File: config.mk
export PLATFORM = sky130hd
export DESIGN_NAME = ula_memory_contention_timer_unit
export DESIGN_NICKNAME = d
export VERILOG_FILES = /design/src/sv/ulamct_pkg.sv /design/src/sv/ulamct_div.sv /design/src/sv/ulamct_lookup.sv /design/src/sv/ula_memory_contention_timer_unit.sv
export SDC_FILE = /design/constraint.sdc
export NUM_CORES = 1
export LEC_CHECK = 0
export ABC_AREA = 0
export BUFFER_PORTS_ARGS = -buffer_cell sky130_fd_sc_hd__buf_2
export CELL_PAD_IN_SITES_DETAIL_PLACEMENT = 1
export CELL_PAD_IN_SITES_GLOBAL_PLACEMENT = 1
export CORE_UTILIZATION = 30
export DETAILED_ROUTE_END_ITERATION = 8
export HOLD_SLACK_MARGIN = 0.08
export PLACE_DENSITY = 0.54
export SYNTH_ARGS = -nofsm -noshare
export SYNTH_HDL_FRONTEND = slang
export SYNTH_SLANG_ARGS = --single-unit
File: constraint.sdc
create_clock -name clk -period 10.35 [get_ports clk]
set_input_delay 0.5175 -clock clk [delete_from_list [all_inputs] [get_ports clk]]
set_output_delay 0.5175 -clock clk [all_outputs]
set_load 0.01 [all_outputs]
File: src/sv/ulamct_pkg.sv
`timescale 1ns / 1ps
// Shared types, codes and tables for the ULA memory contention timer.
// No dependencies; ulamct_lookup, the timer unit and the testbench import this package.
package ulamct_pkg;

    // Item kinds carried on the input tuser.
    localparam logic [1:0] ACT_MEM   = 2'd0;
    localparam logic [1:0] ACT_EARLY = 2'd1;
    localparam logic [1:0] ACT_LATE  = 2'd2;
    localparam logic [1:0] ACT_LOAD  = 2'd3;

    // Configuration register indexes.
    localparam logic [2:0] REG_LINE_TSTATES  = 3'd0;
    localparam logic [2:0] REG_LEFT_BORDER   = 3'd1;
    localparam logic [2:0] REG_FIRST_LINE    = 3'd2;
    localparam logic [2:0] REG_TIME_SHIFT    = 3'd3;
    localparam logic [2:0] REG_OFFSET_PAT    = 3'd4;
    localparam logic [2:0] REG_PATTERN_SEL   = 3'd5;
    localparam logic [2:0] REG_CONT_SEGMENTS = 3'd6;
    localparam logic [2:0] REG_MODE_FLAGS    = 3'd7;

    // Palette ports that count as ULA ports when enabled.
    localparam logic [15:0] PORT_PAL_SEL  = 16'hBF3B;
    localparam logic [15:0] PORT_PAL_DATA = 16'hFF3B;

    // Contention patterns; entry i of the 8 T-state group sits in bits [3i+2:3i].
    localparam logic [23:0] PAT_A = {3'd6, 3'd0, 3'd0, 3'd1, 3'd2, 3'd3, 3'd4, 3'd5};
    localparam logic [23:0] PAT_B = {3'd6, 3'd7, 3'd0, 3'd1, 3'd2, 3'd3, 3'd4, 3'd5};

    typedef struct packed {
        logic [7:0] line_tstates;
        logic [5:0] left_border;
        logic [6:0] first_line;
        logic [3:0] time_shift;
        logic [3:0] offset_pat;
        logic [1:0] pattern_sel;
        logic [3:0] cont_segments;
        logic [2:0] mode_flags;
    } cfg_t;

    function automatic logic [2:0] pat_value(input logic alt, input logic [2:0] idx);
        logic [2:0] v;
        v = alt ? PAT_B[3*idx +: 3] : PAT_A[3*idx +: 3];
        return v;
    endfunction

endpackage

File: src/sv/ulamct_div.sv
`timescale 1ns / 1ps
// Bit-serial restoring divider: one quotient bit per cycle.
// Depends on nothing but the clock and reset.
module ulamct_div #(
    parameter int N = 19
) (
    input  logic         clk,
    input  logic         rst_n,
    input  logic         start,
    input  logic [N-1:0] dividend,
    input  logic [7:0]   divisor,
    output logic         done,
    output logic [N-1:0] quotient,
    output logic [7:0]   remainder
);
    localparam int CW = $clog2(N + 1);

    logic          busy_reg, busy_next;
    logic          done_reg, done_next;
    logic [CW-1:0] cnt_reg, cnt_next;
    logic [N-1:0]  rq_reg, rq_next;
    logic [7:0]    rem_reg, rem_next;
    logic [7:0]    dvs_reg, dvs_next;
    logic [8:0]    trial;
    logic [8:0]    diff;
    logic          ge;

    // The dividend leaves at the top of rq while quotient bits enter at the bottom.
    always_comb
    begin
        trial     = {rem_reg, rq_reg[N-1]};
        diff      = trial - {1'b0, dvs_reg};
        ge        = trial >= {1'b0, dvs_reg};
        busy_next = busy_reg;
        done_next = 1'b0;
        cnt_next  = cnt_reg;
        rq_next   = rq_reg;
        rem_next  = rem_reg;
        dvs_next  = dvs_reg;
        if (start)
        begin
            busy_next = 1'b1;
            cnt_next  = CW'(N - 1);
            rq_next   = dividend;
            rem_next  = 8'd0;
            dvs_next  = divisor;
        end
        else if (busy_reg)
        begin
            rq_next  = {rq_reg[N-2:0], ge};
            rem_next = ge ? diff[7:0] : trial[7:0];
            cnt_next = cnt_reg - CW'(1);
            if (cnt_reg == '0)
            begin
                busy_next = 1'b0;
                done_next = 1'b1;
            end
        end
    end

    always_ff @(posedge clk or negedge rst_n)
    begin
        if (!rst_n)
        begin
            busy_reg <= 1'b0;
            done_reg <= 1'b0;
            cnt_reg  <= '0;
        end
        else
        begin
            busy_reg <= busy_next;
            done_reg <= done_next;
            cnt_reg  <= cnt_next;
        end
    end

    always_ff @(posedge clk)
    begin
        rq_reg  <= rq_next;
        rem_reg <= rem_next;
        dvs_reg <= dvs_next;
    end

    assign done      = done_reg;
    assign quotient  = rq_reg;
    assign remainder = rem_reg;
endmodule

File: src/sv/ulamct_lookup.sv
`timescale 1ns / 1ps
// Contention delay lookup for one counter value: line/position split and pattern.
// Depends on ulamct_pkg and ulamct_div.
module ulamct_lookup
    import ulamct_pkg::*;
#(
    parameter int COUNTER_BITS    = 18,
    parameter int DISPLAY_LINES   = 192,
    parameter int DISPLAY_TSTATES = 128
) (
    input  logic                    clk,
    input  logic                    rst_n,
    input  logic                    start,
    input  logic                    io,
    input  logic [COUNTER_BITS-1:0] tval,
    input  cfg_t                    cfg,
    output logic                    done,
    output logic [2:0]              delay
);
    localparam int TW = COUNTER_BITS + 2;
    localparam int N  = COUNTER_BITS + 1;

    logic [TW-1:0] time_w;
    logic          quick;
    logic          div_start;
    logic          div_done;
    logic [N-1:0]  line;
    logic [7:0]    pos;
    logic [N-1:0]  line_lo, line_hi;
    logic [8:0]    pos_lo, pos_hi;
    logic          hit;
    logic [2:0]    idx;
    logic          done_reg;
    logic [2:0]    delay_reg, delay_next;

    always_comb
    begin
        time_w = TW'(tval) + TW'(cfg.left_border)
               + {{(TW-4){cfg.time_shift[3]}}, cfg.time_shift};
        // Negative time, no pattern, an empty line or disabled port contention: zero.
        quick = (io && cfg.mode_flags[2]) || cfg.pattern_sel[1]
              || (cfg.line_tstates == 8'd0) || time_w[TW-1];
        div_start = start && !quick;
    end

    ulamct_div #(.N(N)) u_div (
        .clk       (clk),
        .rst_n     (rst_n),
        .start     (div_start),
        .dividend  (time_w[N-1:0]),
        .divisor   (cfg.line_tstates),
        .done      (div_done),
        .quotient  (line),
        .remainder (pos)
    );

    always_comb
    begin
        line_lo = N'(cfg.first_line);
        line_hi = N'(cfg.first_line) + N'(DISPLAY_LINES);
        pos_lo  = {3'd0, cfg.left_border};
        pos_hi  = {3'd0, cfg.left_border} + 9'(DISPLAY_TSTATES);
        hit = (line >= line_lo) && (line < line_hi)
           && ({1'b0, pos} >= pos_lo) && ({1'b0, pos} < pos_hi);
        idx = pos[2:0] + cfg.offset_pat[2:0];
        delay_next = delay_reg;
        if (start && quick)
            delay_next = 3'd0;
        else if (div_done)
            delay_next = hit ? pat_value(cfg.pattern_sel[0], idx) : 3'd0;
    end

    always_ff @(posedge clk or negedge rst_n)
    begin
        if (!rst_n)
            done_reg <= 1'b0;
        else
            done_reg <= (start && quick) || div_done;
    end

    always_ff @(posedge clk)
    begin
        delay_reg <= delay_next;
    end

    assign done  = done_reg;
    assign delay = delay_reg;
endmodule

File: src/sv/ula_memory_contention_timer_unit.sv
`timescale 1ns / 1ps
// ULA memory contention timer: T-state counter, item sequencer and output register.
// Depends on ulamct_pkg and ulamct_lookup.
//
// Input words arrive on s_tvalid/s_tready/s_tdata with the action on s_tuser.
// Each word gives one result word on m_tvalid/m_tready/m_tdata: the counter
// after the item and the contention T-states it inserted.
// Configuration registers are written over cfg_valid/cfg_ready/cfg_index/
// cfg_data; cfg_ready is always high. The user must write them only while the
// block is idle; the block itself does not enforce this.
// Loads and uncontended accesses pass from ST_IDLE through ST_FIN into the
// output register, after which the next input word can be taken. Each
// contention lookup runs a bit-serial division, one quotient bit per cycle;
// a contended memory access or early port phase, or a late phase on a ULA
// port, needs one lookup, and a late phase on a non-ULA port in contended
// space needs three.
// One word is worked on at a time; the next is taken as soon as the previous
// result has moved into the output register, even if it is not yet taken.
// When the receiver stalls, the finished result waits in the sequencer until
// the output register frees up. Reset clears the counter, loads the default
// configuration and empties the output register.
module ula_memory_contention_timer_unit
    import ulamct_pkg::*;
#(
    parameter int DISPLAY_LINES   = 192,
    parameter int DISPLAY_TSTATES = 128,
    parameter int COUNTER_BITS    = 18
) (
    input  logic        clk,
    input  logic        rst_n,
    input  logic        s_tvalid,
    output logic        s_tready,
    input  logic [39:0] s_tdata,   // address[15:0], base_tstates[19:16], load_value[37:20]
    input  logic [1:0]  s_tuser,   // action[1:0]
    output logic        m_tvalid,
    input  logic        m_tready,
    output logic [23:0] m_tdata,   // tstate[17:0], delay[22:18]
    input  logic        cfg_valid,
    output logic        cfg_ready,
    input  logic [2:0]  cfg_index,
    input  logic [7:0]  cfg_data
);
    localparam int CB = COUNTER_BITS;
    localparam int WB = (CB > 18) ? CB : 18;

    localparam logic [1:0] ST_IDLE = 2'd0;
    localparam logic [1:0] ST_WAIT = 2'd1;
    localparam logic [1:0] ST_FIN  = 2'd2;

    cfg_t          cfg_reg;
    logic [1:0]    st_reg, st_next;
    logic [CB-1:0] cnt_reg, cnt_next;
    logic [4:0]    tot_reg, tot_next;
    logic [1:0]    act_reg, act_next;
    logic          ula_reg, ula_next;
    logic [3:0]    base_reg, base_next;
    logic [1:0]    step_reg, step_next;
    logic          start_reg, start_next;
    logic          mv_reg, mv_next;
    logic [23:0]   md_reg, md_next;

    logic [15:0]   in_addr;
    logic [3:0]    in_base;
    logic [WB-1:0] load_ext;
    logic [WB-1:0] cnt_ext;
    logic          seg_hit;
    logic          port_ula;
    logic [4:0]    inc;
    logic          look_done;
    logic [2:0]    look_delay;

    assign cfg_ready = 1'b1;

    always_ff @(posedge clk or negedge rst_n)
    begin
        if (!rst_n)
        begin
            cfg_reg.line_tstates  <= 8'd224;
            cfg_reg.left_border   <= 6'd24;
            cfg_reg.first_line    <= 7'd64;
            cfg_reg.time_shift    <= 4'd1;
            cfg_reg.offset_pat    <= 4'hF;
            cfg_reg.pattern_sel   <= 2'd0;
            cfg_reg.cont_segments <= 4'd2;
            cfg_reg.mode_flags    <= 3'd1;
        end
        else if (cfg_valid)
        begin
            unique case (cfg_index)
                REG_LINE_TSTATES:  cfg_reg.line_tstates  <= cfg_data;
                REG_LEFT_BORDER:   cfg_reg.left_border   <= cfg_data[5:0];
                REG_FIRST_LINE:    cfg_reg.first_line    <= cfg_data[6:0];
                REG_TIME_SHIFT:    cfg_reg.time_shift    <= cfg_data[3:0];
                REG_OFFSET_PAT:    cfg_reg.offset_pat    <= cfg_data[3:0];
                REG_PATTERN_SEL:   cfg_reg.pattern_sel   <= cfg_data[1:0];
                REG_CONT_SEGMENTS: cfg_reg.cont_segments <= cfg_data[3:0];
                REG_MODE_FLAGS:    cfg_reg.mode_flags    <= cfg_data[2:0];
            endcase
        end
    end

    ulamct_lookup #(
        .COUNTER_BITS    (CB),
        .DISPLAY_LINES   (DISPLAY_LINES),
        .DISPLAY_TSTATES (DISPLAY_TSTATES)
    ) u_lookup (
        .clk   (clk),
        .rst_n (rst_n),
        .start (start_reg),
        .io    (act_reg != ACT_MEM),
        .tval  (cnt_reg),
        .cfg   (cfg_reg),
        .done  (look_done),
        .delay (look_delay)
    );

    assign s_tready = (st_reg == ST_IDLE);

    always_comb
    begin
        in_addr  = s_tdata[15:0];
        in_base  = s_tdata[19:16];
        load_ext = WB'(s_tdata[37:20]);
        cnt_ext  = WB'(cnt_reg);
        seg_hit  = cfg_reg.cont_segments[in_addr[15:14]];
        port_ula = (cfg_reg.mode_flags[1]
                    && (in_addr == PORT_PAL_SEL || in_addr == PORT_PAL_DATA))
                || (cfg_reg.mode_flags[0] && !in_addr[0]);

        st_next    = st_reg;
        cnt_next   = cnt_reg;
        tot_next   = tot_reg;
        act_next   = act_reg;
        ula_next   = ula_reg;
        base_next  = base_reg;
        step_next  = step_reg;
        start_next = 1'b0;
        inc        = 5'd0;
        mv_next    = mv_reg && !m_tready;
        md_next    = md_reg;

        unique case (st_reg)
            ST_IDLE:
            begin
                if (s_tvalid)
                begin
                    act_next  = s_tuser;
                    ula_next  = port_ula;
                    base_next = in_base;
                    step_next = 2'd0;
                    tot_next  = 5'd0;
                    st_next   = ST_FIN;
                    unique case (s_tuser)
                        ACT_MEM:
                        begin
                            if (seg_hit)
                                st_next = ST_WAIT;
                            else
                                inc = {1'b0, in_base};
                        end
                        ACT_EARLY:
                        begin
                            if (seg_hit)
                                st_next = ST_WAIT;
                            else
                                inc = 5'd1;
                        end
                        ACT_LATE:
                        begin
                            if (port_ula || seg_hit)
                                st_next = ST_WAIT;
                            else
                                inc = 5'd2;
                        end
                        ACT_LOAD:
                        begin
                            inc = 5'd0;
                        end
                    endcase
                    start_next = (st_next == ST_WAIT);
                    if (s_tuser == ACT_LOAD)
                        cnt_next = load_ext[CB-1:0];
                    else
                        cnt_next = cnt_reg + CB'(inc);
                end
            end
            ST_WAIT:
            begin
                if (look_done)
                begin
                    tot_next = tot_reg + 5'(look_delay);
                    st_next  = ST_FIN;
                    priority if (act_reg == ACT_MEM)
                        inc = 5'(look_delay) + 5'(base_reg);
                    else if (act_reg == ACT_EARLY)
                        inc = 5'(look_delay) + 5'd1;
                    else if (ula_reg)
                        inc = 5'(look_delay) + 5'd2;
                    else if (step_reg != 2'd2)
                    begin
                        // Three lookups, one T-state apart, on a non-ULA contended port.
                        inc        = 5'(look_delay) + 5'd1;
                        step_next  = step_reg + 2'd1;
                        start_next = 1'b1;
                        st_next    = ST_WAIT;
                    end
                    else
                        inc = 5'(look_delay);
                    cnt_next = cnt_reg + CB'(inc);
                end
            end
            ST_FIN:
            begin
                if (!mv_reg || m_tready)
                begin
                    mv_next = 1'b1;
                    md_next = {1'b0, tot_reg, cnt_ext[17:0]};
                    st_next = ST_IDLE;
                end
            end
            default:
            begin
                st_next = ST_IDLE;
            end
        endcase
    end

    always_ff @(posedge clk or negedge rst_n)
    begin
        if (!rst_n)
        begin
            st_reg    <= ST_IDLE;
            cnt_reg   <= '0;
            start_reg <= 1'b0;
            mv_reg    <= 1'b0;
        end
        else
        begin
            st_reg    <= st_next;
            cnt_reg   <= cnt_next;
            start_reg <= start_next;
            mv_reg    <= mv_next;
        end
    end

    always_ff @(posedge clk)
    begin
        tot_reg  <= tot_next;
        act_reg  <= act_next;
        ula_reg  <= ula_next;
        base_reg <= base_next;
        step_reg <= step_next;
        md_reg   <= md_next;
    end

    assign m_tvalid = mv_reg;
    assign m_tdata  = md_reg;
endmodule

Yosys cells after proc, flatten, opt, wreduce, memory -nomap -nowiden
Index checks and enable logic that the tools add are counted.
{"block": "word_totals", "ff_bits": 142, "output_inout_bits": 27, "wordCells": 180}
{"block": "classes", "addsub": 14, "mul": 1, "n_lt_le_gt_ge": 6, "eq_ne": 24, "shift": 2, "muxes": 63, "reduce_logical": 44}
{"op": "two-way mux 18 bit", "n": 3}
{"op": "indexed part select 24 x 6 -> 3 bit (first input constant)", "n": 2}
{"op": "two-way mux 5 bit", "n": 9}
{"op": "two-way mux 19 bit", "n": 2}
{"op": "adder 18 x 5 -> 18 bit", "n": 2}
{"op": "two-way mux 2 bit", "n": 18}
{"op": "case mux 18 bit (2 select lines)", "n": 1}
{"op": "== test 16 bit (second input constant)", "n": 2}
{"op": "adder 20 bit", "n": 1}
{"op": "case mux 5 bit (4 select lines)", "n": 1}
{"op": "AND reduction 2 bit", "n": 10}
{"op": "adder 18 x 6 -> 19 bit", "n": 1}
{"op": ">= comparator 19 x 7 -> 1 bit", "n": 1}
{"op": "less-than comparator 19 bit", "n": 1}
{"op": "two-way mux 1 bit", "n": 16}
{"op": "two-way mux 4 bit", "n": 4}
{"op": "inequality test 2 bit (second input constant)", "n": 7}
{"op": "== test 3 bit (second input constant)", "n": 4}
{"op": "case mux 5 bit (2 select lines)", "n": 1}
{"op": "adder 6 x 8 -> 9 bit (second input constant)", "n": 1}
{"op": "adder 7 x 8 -> 9 bit (second input constant)", "n": 1}
{"op": ">= comparator 9 x 8 -> 1 bit", "n": 1}
{"op": "logical AND 1 bit", "n": 9}
{"op": "less-than comparator 8 x 9 -> 1 bit", "n": 1}
{"op": "other kinds (32)", "n": 55}

Logic depth before layout (Yosys ltp)
Gate-level depths: netlist of the first run.
{"block": "logic_depth", "word_depth": 13, "ltp_mapped": 22, "mapped_depth_nobuf": 20}

Modules after synthesis
Synthesis of the first run repeated with hierarchy kept, for this count alone.
{"block": "unflattened", "hier_cells": 870, "area_unflattened_um2": 9295.2}
{"mod": "ula_memory_contention_timer_unit", "n_inst": 1, "cells_each": 451, "area_per_inst_um2": 5162.5, "seq_area_each_um2": 2628.8}
{"mod": "ulamct_div", "n_inst": 1, "cells_each": 191, "area_per_inst_um2": 2203.4, "seq_area_each_um2": 1146.1}
{"mod": "ulamct_lookup", "n_inst": 1, "cells_each": 228, "area_per_inst_um2": 1929.4, "seq_area_each_um2": 85.1}

Least setup slack after synthesis of the first run
Ideal clock, no wire load.
{"block": "synth_path", "path_kind": "register to register", "from": "register cnt_reg[0] (netlist: cnt_ext[0])", "to": "register u_lookup.u_div.rq_reg[0] (netlist: u_lookup.u_div.quotient[0]), enable pin", "arrival_time_ns": 4.262, "path_slack_ns": 5.712, "path_stages_with_launch": 22, "n_path_buf": 2, "synth_period_minus_slack_ns": 4.638, "cell_sequence": "dfrtp_1 -> ha_1 -> fa_1 -> a21o_1 -> a21oi_1 -> o21bai_1 -> a21oi_1 -> nor2_1 -> nand3_1 -> nor2_1 -> xor2_1 -> ha_1 -> buf_6 -> a21o_1 -> a21oi_2 -> o21ai_1 -> a21o_1 -> a21oi_1 -> nand4_2 -> and2_4 -> buf_2 -> nand2_1"}
{"block": "synth_between", "elab_chain_cells": 6}
{"element": "start, declared", "line": "ula_memory_contention_timer_unit.sv:52", "rtl": "logic [CB-1:0] cnt_reg, cnt_next;"}
{"element": "start signal, assigned", "line": "ula_memory_contention_timer_unit.sv:240", "rtl": "cnt_reg <= cnt_next;"}
{"element": "adder 18 x 6 -> 19 bit", "line": "ulamct_lookup.sv:38", "rtl": "time_w = TW'(tval) + TW'(cfg.left_border)"}
{"element": "adder 20 bit", "line": "ulamct_lookup.sv:39", "rtl": "+ {{(TW-4){cfg.time_shift[3]}}, cfg.time_shift};"}
{"element": "logical OR 1 bit", "line": "ulamct_lookup.sv:42", "rtl": "|| (cfg.line_tstates == 8'd0) || time_w[TW-1];"}
{"element": "logical NOT 1 bit", "line": "ulamct_lookup.sv:43", "rtl": "div_start = start && !quick;"}
{"element": "logical AND 1 bit", "line": "ulamct_lookup.sv:43"}
{"element": "nonzero test 2 bit (no line)"}
{"element": "end signal, assigned", "line": "ulamct_div.sv:79", "rtl": "rq_reg <= rq_next;"}
{"element": "end, declared", "line": "ulamct_div.sv:21", "rtl": "logic [N-1:0] rq_reg, rq_next;"}
Every way passes these cells.
A chain may end at the register's enable or synchronous reset.

Worst setup path after layout of the first run
{"block": "layout_path", "from": "register cnt_reg[1] (netlist: cnt_ext[1])", "to": "register u_lookup.u_div.rq_reg[1] (netlist: u_lookup.u_div.quotient[1]), enable pin"}
Same word-level chain as after synthesis.

==> summary.md, run 1 <==
| Metric | Value |
|---|---|
| Run status | `finished, final reports clean` |
| Wirelength per Cell | `17.88 um` |
| DRT Pass-1 Iters | `4` |
| Unrepaired setup endpoints after global routing | `no` |
| Count of cells resized by post-cts repair | `0` |
| Worst-path clk slew | `0.06 ns` |
| Area share of the largest cell type after synthesis | `0.2102` |
| Cell at the root of the clock tree | `sky130_fd_sc_hd__clkbuf_16` |
| Final setup violation count | `0` |
| Number of DRC markers in iteration 0 | `348` |
| Die height | `176.6 um` |
| Layout fillers | `3453` |
| Number of max-capacitance violations reported | `0` |
| Portion of total power attributed to combinational logic | `0.467` |
| Setup TNS | `0 ns` |
| Post CTS Setup Buffer Count | `0` |
| Clk sink count | `142` |
| Path category of the worst min-delay check | `primary input to register` |
| Largest cells by area after synthesis | `sky130_fd_sc_hd__edfxtp_1 21%, sky130_fd_sc_hd__dfrtp_1 15%, sky130_fd_sc_hd__ha_1 9.9%, sky130_fd_sc_hd__mux2_2 3.7%, sky130_fd_sc_hd__a21oi_1 3.7%` |
| WS Path Type | `register to register` |
| Chip width | `176.6 um` |
| Delay of the slowest cell on the worst path | `0.62 ns` |
| Leading cell type by number of instances after synthesis | `sky130_fd_sc_hd__nor2_1` |
| Crit share post-route | `0.5152` |
| All-layer global routing usage | `0.1670` |
| Proportion of synthesized chip area in sequential cells | `0.4192` |
| Launching element type of the critical path | `register` |
| Net switching share of the total power | `0.4154` |
| Total number of placement rows | `63` |
| Leading area contributor after synthesis | `sky130_fd_sc_hd__edfxtp_1` |
| Inserted Diodes | `0` |
| CP top delay family | `compound AO/OA/AOI/OAI gates` |
| Number of enable-type register cells in the synthesized netlist | `64` |
| Cell internal power dissipation | `1.889 mW` |
| Final Hold Fails | `0` |
| Synth Cell Area | `9145 sq um` |
| Dominant register cell in the synthesized netlist | `sky130_fd_sc_hd__edfxtp_1` |
| Maximum clock rate | `187.5 MHz` |
| Clock network fraction of total power | `0.210` |
| Number of global-route vias before repair | `7243` |
| Number of synthesized register bits | `142` |
| H-tree depth | `4` |
| Residual DRC | `0` |
| Clock latency at the later pin of the worst-skew pair | `0.43 ns` |
| Highest-delay cell along the critical path | `sky130_fd_sc_hd__nand2_1` |
| Worst IR drop on VDD | `0.1111 mV` |
| Kind of end point of the critical path | `register` |
| First-pass GRT wire length | `40.13 mm` |
| I/O Buffers | `80` |
| Antenna violations before repair | `1` |
| Core area | `29800 sq um` |
| Synthesized netlist net count | `1047` |
| P_sw | `1.342 mW` |
| Most used standard cells in the synthesized netlist | `73 x sky130_fd_sc_hd__nor2_1, 72 x sky130_fd_sc_hd__ha_1, 67 x sky130_fd_sc_hd__a21oi_1, 65 x sky130_fd_sc_hd__nand2_1, 64 x sky130_fd_sc_hd__edfxtp_1` |
| Ys Warns | `0` |
| Mean number of vias per cell | `5.063` |
| Transition time at the pin with the least slew margin | `0.9520 ns` |
| Total detailed-routing wirelength | `24.78 mm` |
| Clock buffers created by TritonCTS | `17` |
| Final HPWL DP | `18.75 mm` |
| Number of buffers and inverters on the critical path | `0` |
| Final worst-path setup slack | `5.018 ns` |
| Mapped Cells | `909` |
| Cell area reported after detailed placement | `9940 sq um` |
| Number of distinct library cells after synthesis | `79` |
| Layout cell share with drive strength beyond 1 | `0.1888` |
| Areal power density over the cells | `305.3 nW/um^2` |
| Area growth from synthesis to final layout | `15.73%` |
| Worst-path maximum fanout | `19` |
| Sum of overflow across all layers after global routing | `0` |
| Post-route ant nets | `0` |
| Leakage power figure | `4.484 nW` |
| Buffers from clock root to sink, at most | `2` |
| Starting utilization of the core area | `0.3069` |
| Data arrival time at the worst-slack endpoint | `5.39 ns` |
| Per-instance average area after synthesis | `10.06 sq um` |
| Clock tree from TritonCTS | `yes` |
| Data required time at the worst endpoint | `10.41 ns` |
| Via count | `7017` |
| Final non-filler cell area | `10580 sq um` |
| Max-slew violation count | `0` |
| Max-slew headroom | `0.3653` |
| Sequential share of power | `0.323` |
| Die area | `31190 sq um` |
| Flip-flop count of the largest register, all copies and words added | `37` |
| Async set-or-reset flop fraction in the synthesized netlist | `0.4718` |
| Pin count of the biggest net entering global routing | `64` |
| Cells along the critical path | `ha_1, a21o_1, a21oi_1, o21bai_1, a21oi_1, nor2b_1, o2111ai_1, nor2_1, xor2_1, ha_1, and2_1, nand3_1, nor2_1, a21boi_1, o2111ai_4, and2_4, nand2_1` |
| Post-placement setup slack | `4.964 ns` |
| Count of pins on the block boundary | `85` |
| Time the final worst path needs with I/O delays and setup | `5.332 ns` |
| Count of nets after finishing | `1121` |
| FF-to-FF setup slack | `5.02 ns` |
| Gpl congestion | `0.7696` |
| Clock Skews | `0.01197 ns` |
==> power by group through the flow <==
| stage | Sequential (mW) | Combinational, mW | Clock, mW |
|---|---|---|---|
| after floorplan | 0.946 | 1.21 | 0 |
| after global placement | 1.06 | 1.50 | 0 |
| after detailed placement | 1.06 | 1.52 | 0 |
| after CTS | 1.05 | 1.53 | 0.699 |
| after global routing | 1.08 | 1.72 | 0.716 |
| final | 1.04 | 1.51 | 0.678 |
==> cell type report <==
cell class | count | area, sq um | share of cell area
multi-input cells | 686 | 4970 | 0.4696
flip-flops and latches | 142 | 3834 | 0.3622
well taps | 390 | 488.0 | 0.04610
repair buffers | 90 | 480.5 | 0.04540
clock buffers | 18 | 429.2 | 0.04055
clock inverters | 14 | 205.2 | 0.01939
inverters | 46 | 177.7 | 0.01679
==> routing by layer <==
metal  track usage  part of all wire
met5             0                 0
met4       0.04203             0.011
met3       0.02842             0.028
met2        0.2652              0.46
met1        0.2341              0.50
==> path summary, 6_finish.rpt <==
path | start | end | cells past startpoint
setup / recovery | cnt_ext[1] | u_lookup.u_div.quotient[1] | 17
hold / removal | s_tdata[16] | base_reg[0] | 1
setup reg to reg | cnt_ext[1] | u_lookup.u_div.quotient[1] | 17
hold reg to reg | cfg_reg[31] | u_lookup.u_div.dvs_reg[1] | 0
max in group asynchronous | rst_n | cfg_reg[34] | 3
min in group asynchronous | rst_n | cnt_ext[13] | 2
==> worst register-to-register path, delay by kind of cell (launching register included) <==
| family | cells | cell delay [ns] |
|---|---|---|
| xor+xnor | 1 | 0.17 |
| fa+ha+maj | 2 | 0.67 |
| simple gates | 7 | 1.75 |
| compound gates | 7 | 1.80 |
| flops | 1 | 0.57 |
==> repair_timing <==
| action | 4_1_cts | 5_1_grt |
|---|---|---|
| hold endpoints to repair | 4 | 0 |
| setup endpoints to repair | 0 | 0 |
| hold buffers | 1 | 0 |
==> cells in the final DEF, fill, tap and decap left out, drive strengths merged, types with 10 or more instances in the layout <==
cell	netlist	final
ha	72	72
mux2	38	38
a211oi	14	14
nor2b	18	18
buf	9	89
xor2	30	30
nor3	14	14
dfxtp	11	11
o21ai	64	64
a21oi	68	68
dfstp	12	12
xnor2	32	32
nand3	18	18
nor2	75	75
nand2b	10	10
inv	46	53
a21o	21	21
edfxtp	64	64
nand4	13	13
nand2	65	65
clkbuf	26	18
dfrtp	55	55
o21a	10	10
==> per-stage QoR <==
| stage | util | instances | hold WS, ns | power [mW] |
|---|---|---|---|---|
| after floorplan | - | 909 | 0.2219 | 2.153 |
| after global placement | 0.3336 | 1353 | 0.3259 | 2.561 |
| after detailed placement | 0.3336 | 1353 | 0.3257 | 2.579 |
| after CTS | 0.3552 | 1386 | 0.2577 | 3.286 |
| after global routing | 0.3552 | 1386 | 0.2703 | 3.517 |
| final | 0.3552 | 1386 | 0.2850 | 3.231 |
==> kinds of logic after synthesis <==
logic type	synth area share
simple gates	0.1354
other cells	0.0008212
flops	0.4192
fa+ha+maj	0.1160
mux	0.05801
compound gates	0.1732
buf+inv	0.03790
xor+xnor	0.05938
No activity file was read; power rests on OpenSTA's default activity.
==> inputs of run 2 (changes only) <==
ABC_AREA = 1   (was 0)
PLACE_DENSITY = 0.57   (was 0.54)
clock period = 5.1 ns   (was 10.35 ns; I/O delays follow)
==> summary.md, run 2 <==
| Metric | Value |
|---|---|
| Run status | `finished, final reports clean` |
| Most frequent standard cell in the layout excluding fill and tap cells | `sky130_fd_sc_hd__nand2_1` |
| Worst IR drop on VDD | `0.2751 mV` |
| Worst-path clk slew | `0.06 ns` |
| Starting utilization of the core area | `0.3076` |
| Count of pins on the block boundary | `85` |
| Cell at the root of the clock tree | `sky130_fd_sc_hd__clkbuf_16` |
| Layout fillers | `3939` |
| Count of cells resized by post-cts repair | `0` |
| Maximum clock rate | `238.5 MHz` |
| H-tree depth | `4` |
| Ys Warns | `0` |
| Final Hold Fails | `0` |
| Pin count of the biggest net entering global routing | `54` |
| DRT Pass-1 Iters | `4` |
| Die height | `182.6 um` |
| Most used standard cells in the synthesized netlist | `324 x sky130_fd_sc_hd__nand2_1, 146 x sky130_fd_sc_hd__inv_1, 119 x sky130_fd_sc_hd__nor2_1, 91 x sky130_fd_sc_hd__nand3_1, 82 x sky130_fd_sc_hd__a21oi_1` |
| Worst-path maximum fanout | `13` |
| Clock latency at the later pin of the worst-skew pair | `0.44 ns` |
| Largest cells by area after synthesis | `sky130_fd_sc_hd__edfxtp_1 20%, sky130_fd_sc_hd__dfrtp_1 14%, sky130_fd_sc_hd__nand2_1 12%, sky130_fd_sc_hd__ha_1 9.2%, sky130_fd_sc_hd__inv_1 5.6%` |
| Final HPWL DP | `21.52 mm` |
| Number of DRC markers in iteration 0 | `285` |
| Proportion of synthesized chip area in sequential cells | `0.3919` |
| Launching element type of the critical path | `register` |
| Sum of overflow across all layers after global routing | `0` |
| Mean number of vias per cell | `4.744` |
| Post-route ant nets | `0` |
| Max-slew violation count | `0` |
| Max-slew headroom | `0.2782` |
| Depth of the most critical reg-to-reg path | `20` |
| Commonest non-fill, non-tap cells in the layout | `324 x sky130_fd_sc_hd__nand2_1, 146 x sky130_fd_sc_hd__inv_1, 118 x sky130_fd_sc_hd__nor2_1` |
| All-layer global routing usage | `0.1794` |
| Areal power density over the cells | `578.1 nW/um^2` |
| Cells after DPL | `1753` |
| Dominant register cell in the synthesized netlist | `sky130_fd_sc_hd__edfxtp_1` |
| Clock tree from TritonCTS | `yes` |
| Worst hold stages | `1` |
| Die area | `33330 sq um` |
| Kind of end point of the critical path | `register` |
| Leading area contributor after synthesis | `sky130_fd_sc_hd__edfxtp_1` |
| Final setup violation count | `0` |
| Area share of the largest cell type after synthesis | `0.1965` |
| Inserted Diodes | `0` |
| Number of max-capacitance violations reported | `0` |
| Mapped Cells | `1257` |
| Residual DRC | `0` |
| Data arrival time at the worst-slack endpoint | `4.49 ns` |
| Via count | `8515` |
| Chip width | `182.6 um` |
| Leading cell type by number of instances after synthesis | `sky130_fd_sc_hd__nand2_1` |
| Transition time at the pin with the least slew margin | `1.082 ns` |
| Flip-flop count of the largest register, all copies and words added | `37` |
| Area taken by multi-input logic gates | `5245 sq um` |
| Number of enable-type register cells in the synthesized netlist | `64` |
| Area taken by flip-flops and latches | `3834 sq um` |
| Time the final worst path needs with I/O delays and setup | `4.194 ns` |
| Number of synthesized register bits | `142` |
| Data required time at the worst endpoint | `5.40 ns` |
| Count of nets after finishing | `1485` |
| WS Path Type | `register to register` |
| Area growth from synthesis to final layout | `16.27%` |
| Total number of placement rows | `65` |
| Async set-or-reset flop fraction in the synthesized netlist | `0.4718` |
| Per-instance average area after synthesis | `7.782 sq um` |
| Clock buffers created by TritonCTS | `17` |
| First-pass GRT wire length | `46.73 mm` |
| Crit share post-route | `0.8223` |
| Synth Cell Area | `9782 sq um` |
| Synthesized netlist net count | `1395` |
| Leakage power figure | `5.336 nW` |
| Clock Skews | `0.01848 ns` |
| Wirelength per Cell | `15.58 um` |
| Path category of the worst min-delay check | `primary input to register` |
| Core area | `31800 sq um` |
| Number of global-route vias before repair | `8936` |
| Number of distinct library cells after synthesis | `48` |
| Setup TNS | `0 ns` |
| Antenna violations before repair | `0` |
| Layout cell share with drive strength beyond 1 | `0.1257` |
| Total detailed-routing wirelength | `27.96 mm` |
| Gpl congestion | `0.8032` |
| Unrepaired setup endpoints after global routing | `no` |
| I/O Buffers | `80` |
| Buffers from clock root to sink, at most | `2` |
| Clk sink count | `142` |
| Layout Cells excl Fill | `1795` |
-- run 2: worst max-delay path, stage by stage, from the launching register on --
cell and delay (ns):
sky130_fd_sc_hd__dfrtp_1 0.46, sky130_fd_sc_hd__ha_1 0.24, sky130_fd_sc_hd__fa_1 0.40, sky130_fd_sc_hd__nand3_1 0.09
sky130_fd_sc_hd__nand3_1 0.12, sky130_fd_sc_hd__a31oi_1 0.25, sky130_fd_sc_hd__nor2_1 0.15, sky130_fd_sc_hd__nand2_1 0.13
sky130_fd_sc_hd__nor2_1 0.06, sky130_fd_sc_hd__xor2_1 0.15, sky130_fd_sc_hd__ha_1 0.38, sky130_fd_sc_hd__a21oi_1 0.22
sky130_fd_sc_hd__nand2_1 0.13, sky130_fd_sc_hd__a21oi_2 0.22, sky130_fd_sc_hd__nand3_1 0.12, sky130_fd_sc_hd__nand2_2 0.12
sky130_fd_sc_hd__nand3_4 0.09, sky130_fd_sc_hd__nor2_4 0.33, sky130_fd_sc_hd__buf_4 0.25, sky130_fd_sc_hd__nand2_1 0.08
sky130_fd_sc_hd__nand2_1 0.06
-- run 2: per-layer routing --
metal,up-vias,wire length [um],global-route usage
li1,4343,-,-
met1,4085,13680,0.2367
met2,76,13520,0.3061
met3,11,491,0.02495
met4,0,274,0.04773
met5,-,0,0
-- run 2: logic make-up after synthesis --
group / share of synthesized area
AOI/OAI and AO/OA: 0.1181
xor gates and xnor gates: 0.04298
adders and majority gates: 0.1085
buffers and inverters: 0.07214
DFF: 0.3919
muxes: 0.001151
other: 0.0007677
and+or+nand+nor: 0.2645
-- run 2: per-stage QoR --
| stage | hold slack (ns) | setup WS, ns | utilization | power (mW) | instance area, sq um |
|---|---|---|---|---|---|
| floorplan | -0.04059 | 1.259 | - | 4.333 | 9782 |
| global placement | 0.1396 | 0.8848 | 0.3344 | 5.224 | 10630 |
| detailed placement | 0.1392 | 0.8066 | 0.3344 | 5.284 | 10630 |
| CTS | 0.09250 | 0.7786 | 0.3577 | 6.693 | 11370 |
| global route | 0.1240 | 0.4041 | 0.3577 | 7.216 | 11370 |
| finish | 0.1132 | 0.9064 | 0.3577 | 6.575 | 11370 |
-- run 2: final timing paths --
check                                 from                    endpoint  slack [ns]
worst max-delay path            cnt_ext[0]  u_lookup.u_div.quotient[9]        0.91
worst min-delay path            s_tuser[0]                  act_reg[0]        0.11
worst max register to register  cnt_ext[0]  u_lookup.u_div.quotient[9]        0.91
worst min register to register  tot_reg[4]                 m_tdata[22]        0.47
max in group asynchronous            rst_n                 cnt_ext[16]        3.86
min in group asynchronous            rst_n   u_lookup.u_div.cnt_reg[0]        0.22
-- run 2: final cells by class --
class	instances	area share
clock buffer	22	0.04554
multi-input combinational	942	0.4612
clock inverter	10	0.01067
tap	435	0.04785
inverter	146	0.04818
timing repair buffer	98	0.04950
sequential	142	0.3371
-- run 2: repair_timing --
action,CTS,global route
setup buffers,0,0
hold buffers,10,0
hold endpoints to repair,23,0
-- run 2: power breakdown --
part           switching (mW)  total, mW  internal [mW]  leakage (nW)
Clock                   0.529       1.35          0.825         0.314
Combinational            2.03       3.18           1.15          3.53
Sequential              0.382       2.04           1.66          1.49
==> inputs of run 3 (changes only) <==
PLACE_DENSITY = 0.59   (was 0.57)
clock period = 3.4 ns   (was 5.1 ns; I/O delays follow)
==> summary.md, run 3 (same netlist as run 2, synthesis figures left out) <==
| Metric | Value |
|---|---|
| Run status | `finished with violations` |
| Failing checks | `setup timing` |
| Total detailed-routing wirelength | `29.35 mm` |
| Buffers from clock root to sink, at most | `2` |
| Number of buffers and inverters on the critical path | `2` |
| Worst-path maximum fanout | `6` |
| Inserted Diodes | `0` |
| Flip-flop count of the largest register, all copies and words added | `37` |
| Number of global-route vias before repair | `9434` |
| Commonest non-fill, non-tap cells in the layout | `296 x sky130_fd_sc_hd__nand2_1, 144 x sky130_fd_sc_hd__inv_1, 115 x sky130_fd_sc_hd__nor2_1` |
| Highest-delay cell along the critical path | `sky130_fd_sc_hd__dfrtp_1` |
| WS Path Type | `register to register` |
| Setup TNS | `-7.348 ns` |
| Final Hold Fails | `0` |
| Cell at the root of the clock tree | `sky130_fd_sc_hd__clkbuf_16` |
| CP top delay family | `simple AND/OR/NAND/NOR gates` |
| Max-slew violation count | `0` |
| Pin count of the biggest net entering global routing | `28` |
| Worst-path clk slew | `0.07 ns` |
| Transition time at the pin with the least slew margin | `1.060 ns` |
| Area growth from synthesis to final layout | `27.27%` |
| DRT Pass-1 Iters | `4` |
| Die height | `182.6 um` |
| Clock latency at the later pin of the worst-skew pair | `0.44 ns` |
| Most common cell type on the critical path | `sky130_fd_sc_hd__nand3_2` |
| Delay of the slowest cell on the worst path | `0.39 ns` |
| Cells after DPL | `1833` |
| Maximum clock rate | `280.6 MHz` |
| Cells along the critical path | `ha_2, fa_2, nand3_2, nand3_2, a31oi_4, nor2_4, nand2_2, inv_2, nand3_2, xor2_1, ha_1, nand2_1, nand2_2, nand2_2, nand2_4, a21oi_4, nand3_2, nand2_4, nand4_4, buf_12, nand2_8` |
| Path category of the worst min-delay check | `primary input to register` |
| Clock tree from TritonCTS | `yes` |
| Data required time at the worst endpoint | `3.53 ns` |
| Time the final worst path needs with I/O delays and setup | `3.563 ns` |
| Die area | `33330 sq um` |
| Gpl congestion | `0.8252` |
| Final worst-path setup slack | `-0.1634 ns` |
| Number of max-capacitance violations reported | `0` |
| Sum of overflow across all layers after global routing | `0` |
| Starting utilization of the core area | `0.3076` |
| Count of nets after finishing | `1587` |
| All-layer global routing usage | `0.1855` |
| Residual DRC | `0` |
| Final total power | `10.73 mW` |
| Final setup violation count | `61` |
| Clock buffers created by TritonCTS | `17` |
| Clk sink count | `142` |
| Count of pins on the block boundary | `85` |
| Worst IR drop on VDD | `0.3646 mV` |
| Mean number of vias per cell | `4.693` |
| Clock Skews | `0.01687 ns` |
| First-pass GRT wire length | `48.62 mm` |
| Number of DRC markers in iteration 0 | `286` |
| Core area | `31800 sq um` |
| Kind of end point of the critical path | `register` |
| Antenna violations before repair | `0` |
| Data arrival time at the worst-slack endpoint | `3.69 ns` |
| Layout cell share with drive strength beyond 1 | `0.2196` |
| Chip width | `182.6 um` |
| Layout fillers | `3863` |
| Post-route ant nets | `0` |
| Via count | `8903` |
| Launching element type of the critical path | `register` |
| Most frequent standard cell in the layout excluding fill and tap cells | `sky130_fd_sc_hd__nand2_1` |
| Cell internal power dissipation | `5.925 mW` |
| Areal power density over the cells | `862.3 nW/um^2` |
| Total number of placement rows | `65` |
| Leakage power figure | `5.874 nW` |
| Portion of total power attributed to combinational logic | `0.554` |
| Net switching share of the total power | `0.4481` |
| Unrepaired setup endpoints after global routing | `yes` |
| I/O Buffers | `80` |
| Crit share post-route | `1.048` |
| H-tree depth | `4` |
| P_sw | `4.810 mW` |
| Sequential share of power | `0.274` |
| Final HPWL DP | `22.62 mm` |
| Clock network fraction of total power | `0.172` |
| Layout Cells excl Fill | `1897` |
| Wirelength per Cell | `15.47 um` |
| Max-slew headroom | `0.2925` |
==> run 3: timing repair <==
| action | 4_1_cts | 5_1_grt |
|---|---|---|
| endpoints found under the setup margin | 65 | 65 |
| gates resized for setup | 36 | 34 |
| gates cloned | 3 | 2 |
| pin swaps | 14 | 17 |
| setup buffers | 11 | 5 |
| endpoints found under the hold margin | 33 | 1 |
| hold buffers | 14 | 1 |
==> run 3: cell type report <==
| class | instances | area (sq um) | share of cell area |
|---|---|---|---|
| multi-input cells | 945 | 5559 | 0.4465 |
| clock inverters | 14 | 127.6 | 0.01025 |
| well taps | 435 | 544.3 | 0.04372 |
| clock buffers | 18 | 439.2 | 0.03528 |
| repair buffers | 197 | 1398 | 0.1123 |
| flip-flops and latches | 142 | 3834 | 0.3079 |
| inverters | 146 | 548.0 | 0.04402 |
==> run 3: worst reg2reg max path, stage by stage (launching register included) <==
cell and delay, ns:
sky130_fd_sc_hd__dfrtp_1 0.39, sky130_fd_sc_hd__ha_2 0.19, sky130_fd_sc_hd__fa_2 0.35, sky130_fd_sc_hd__nand3_2 0.07, sky130_fd_sc_hd__nand3_2 0.09, sky130_fd_sc_hd__a31oi_4 0.22, sky130_fd_sc_hd__nor2_4 0.07, sky130_fd_sc_hd__nand2_2 0.10
sky130_fd_sc_hd__inv_2 0.04, sky130_fd_sc_hd__nand3_2 0.05, sky130_fd_sc_hd__xor2_1 0.16, sky130_fd_sc_hd__ha_1 0.29, sky130_fd_sc_hd__nand2_1 0.10, sky130_fd_sc_hd__nand2_2 0.06, sky130_fd_sc_hd__nand2_2 0.08, sky130_fd_sc_hd__nand2_4 0.06
sky130_fd_sc_hd__a21oi_4 0.23, sky130_fd_sc_hd__nand3_2 0.12, sky130_fd_sc_hd__nand2_4 0.11, sky130_fd_sc_hd__nand4_4 0.15, sky130_fd_sc_hd__buf_12 0.22, sky130_fd_sc_hd__nand2_8 0.08
==> run 3: worst paths after layout <==
check,cells after the start,startpoint,slack (ns),endpoint
worst max register to register,21,cfg_reg[24],-0.16,u_lookup.u_div.quotient[12]
worst min register to register,0,tot_reg[4],0.46,m_tdata[22]
max in group asynchronous,3,rst_n,2.26,cfg_reg[23]
min in group asynchronous,2,rst_n,0.32,cfg_reg[34]
worst max-delay path,21,cfg_reg[24],-0.16,u_lookup.u_div.quotient[12]
worst min-delay path,3,s_tdata[27],0.09,cnt_ext[7]
==> run 3: power by group through the flow <==
| stage | combinational, mW | clock, mW | sequential, mW |
|---|---|---|---|
| 6_report | 5.95 | 1.85 | 2.94 |
| 5_1_grt | 6.73 | 1.97 | 3.02 |
| 4_1_cts | 5.92 | 1.90 | 2.94 |
| 3_5_place_dp | 5.69 | 0 | 2.96 |
| 3_3_place_gp | 5.60 | 0 | 2.95 |
| 2_1_floorplan | 3.67 | 0 | 2.89 |
==> run 3: stage by stage <==
stage                     area (sq um)  setup slack (ns)  hold slack [ns]    util
after global placement           11320           -0.1746           0.2620  0.3559
after CTS                        12290           -0.1367          0.08251  0.3866
after floorplan                   9841          -0.01370          -0.1256       -
final                            12450           -0.1634          0.09270  0.3915
after detailed placement         11320           -0.2902           0.2532  0.3559
after global routing             12450           -0.3536           0.1202  0.3915
==> run 3: layer usage <==
| layer | up-vias | global-route usage | wire [um] |
|---|---|---|---|
| li1 | 4546 | - | - |
| met1 | 4254 | 0.2345 | 13990 |
| met2 | 84 | 0.3295 | 14540 |
| met3 | 19 | 0.02674 | 558 |
| met4 | 0 | 0.04639 | 270 |
| met5 | - | 0 | 0 |
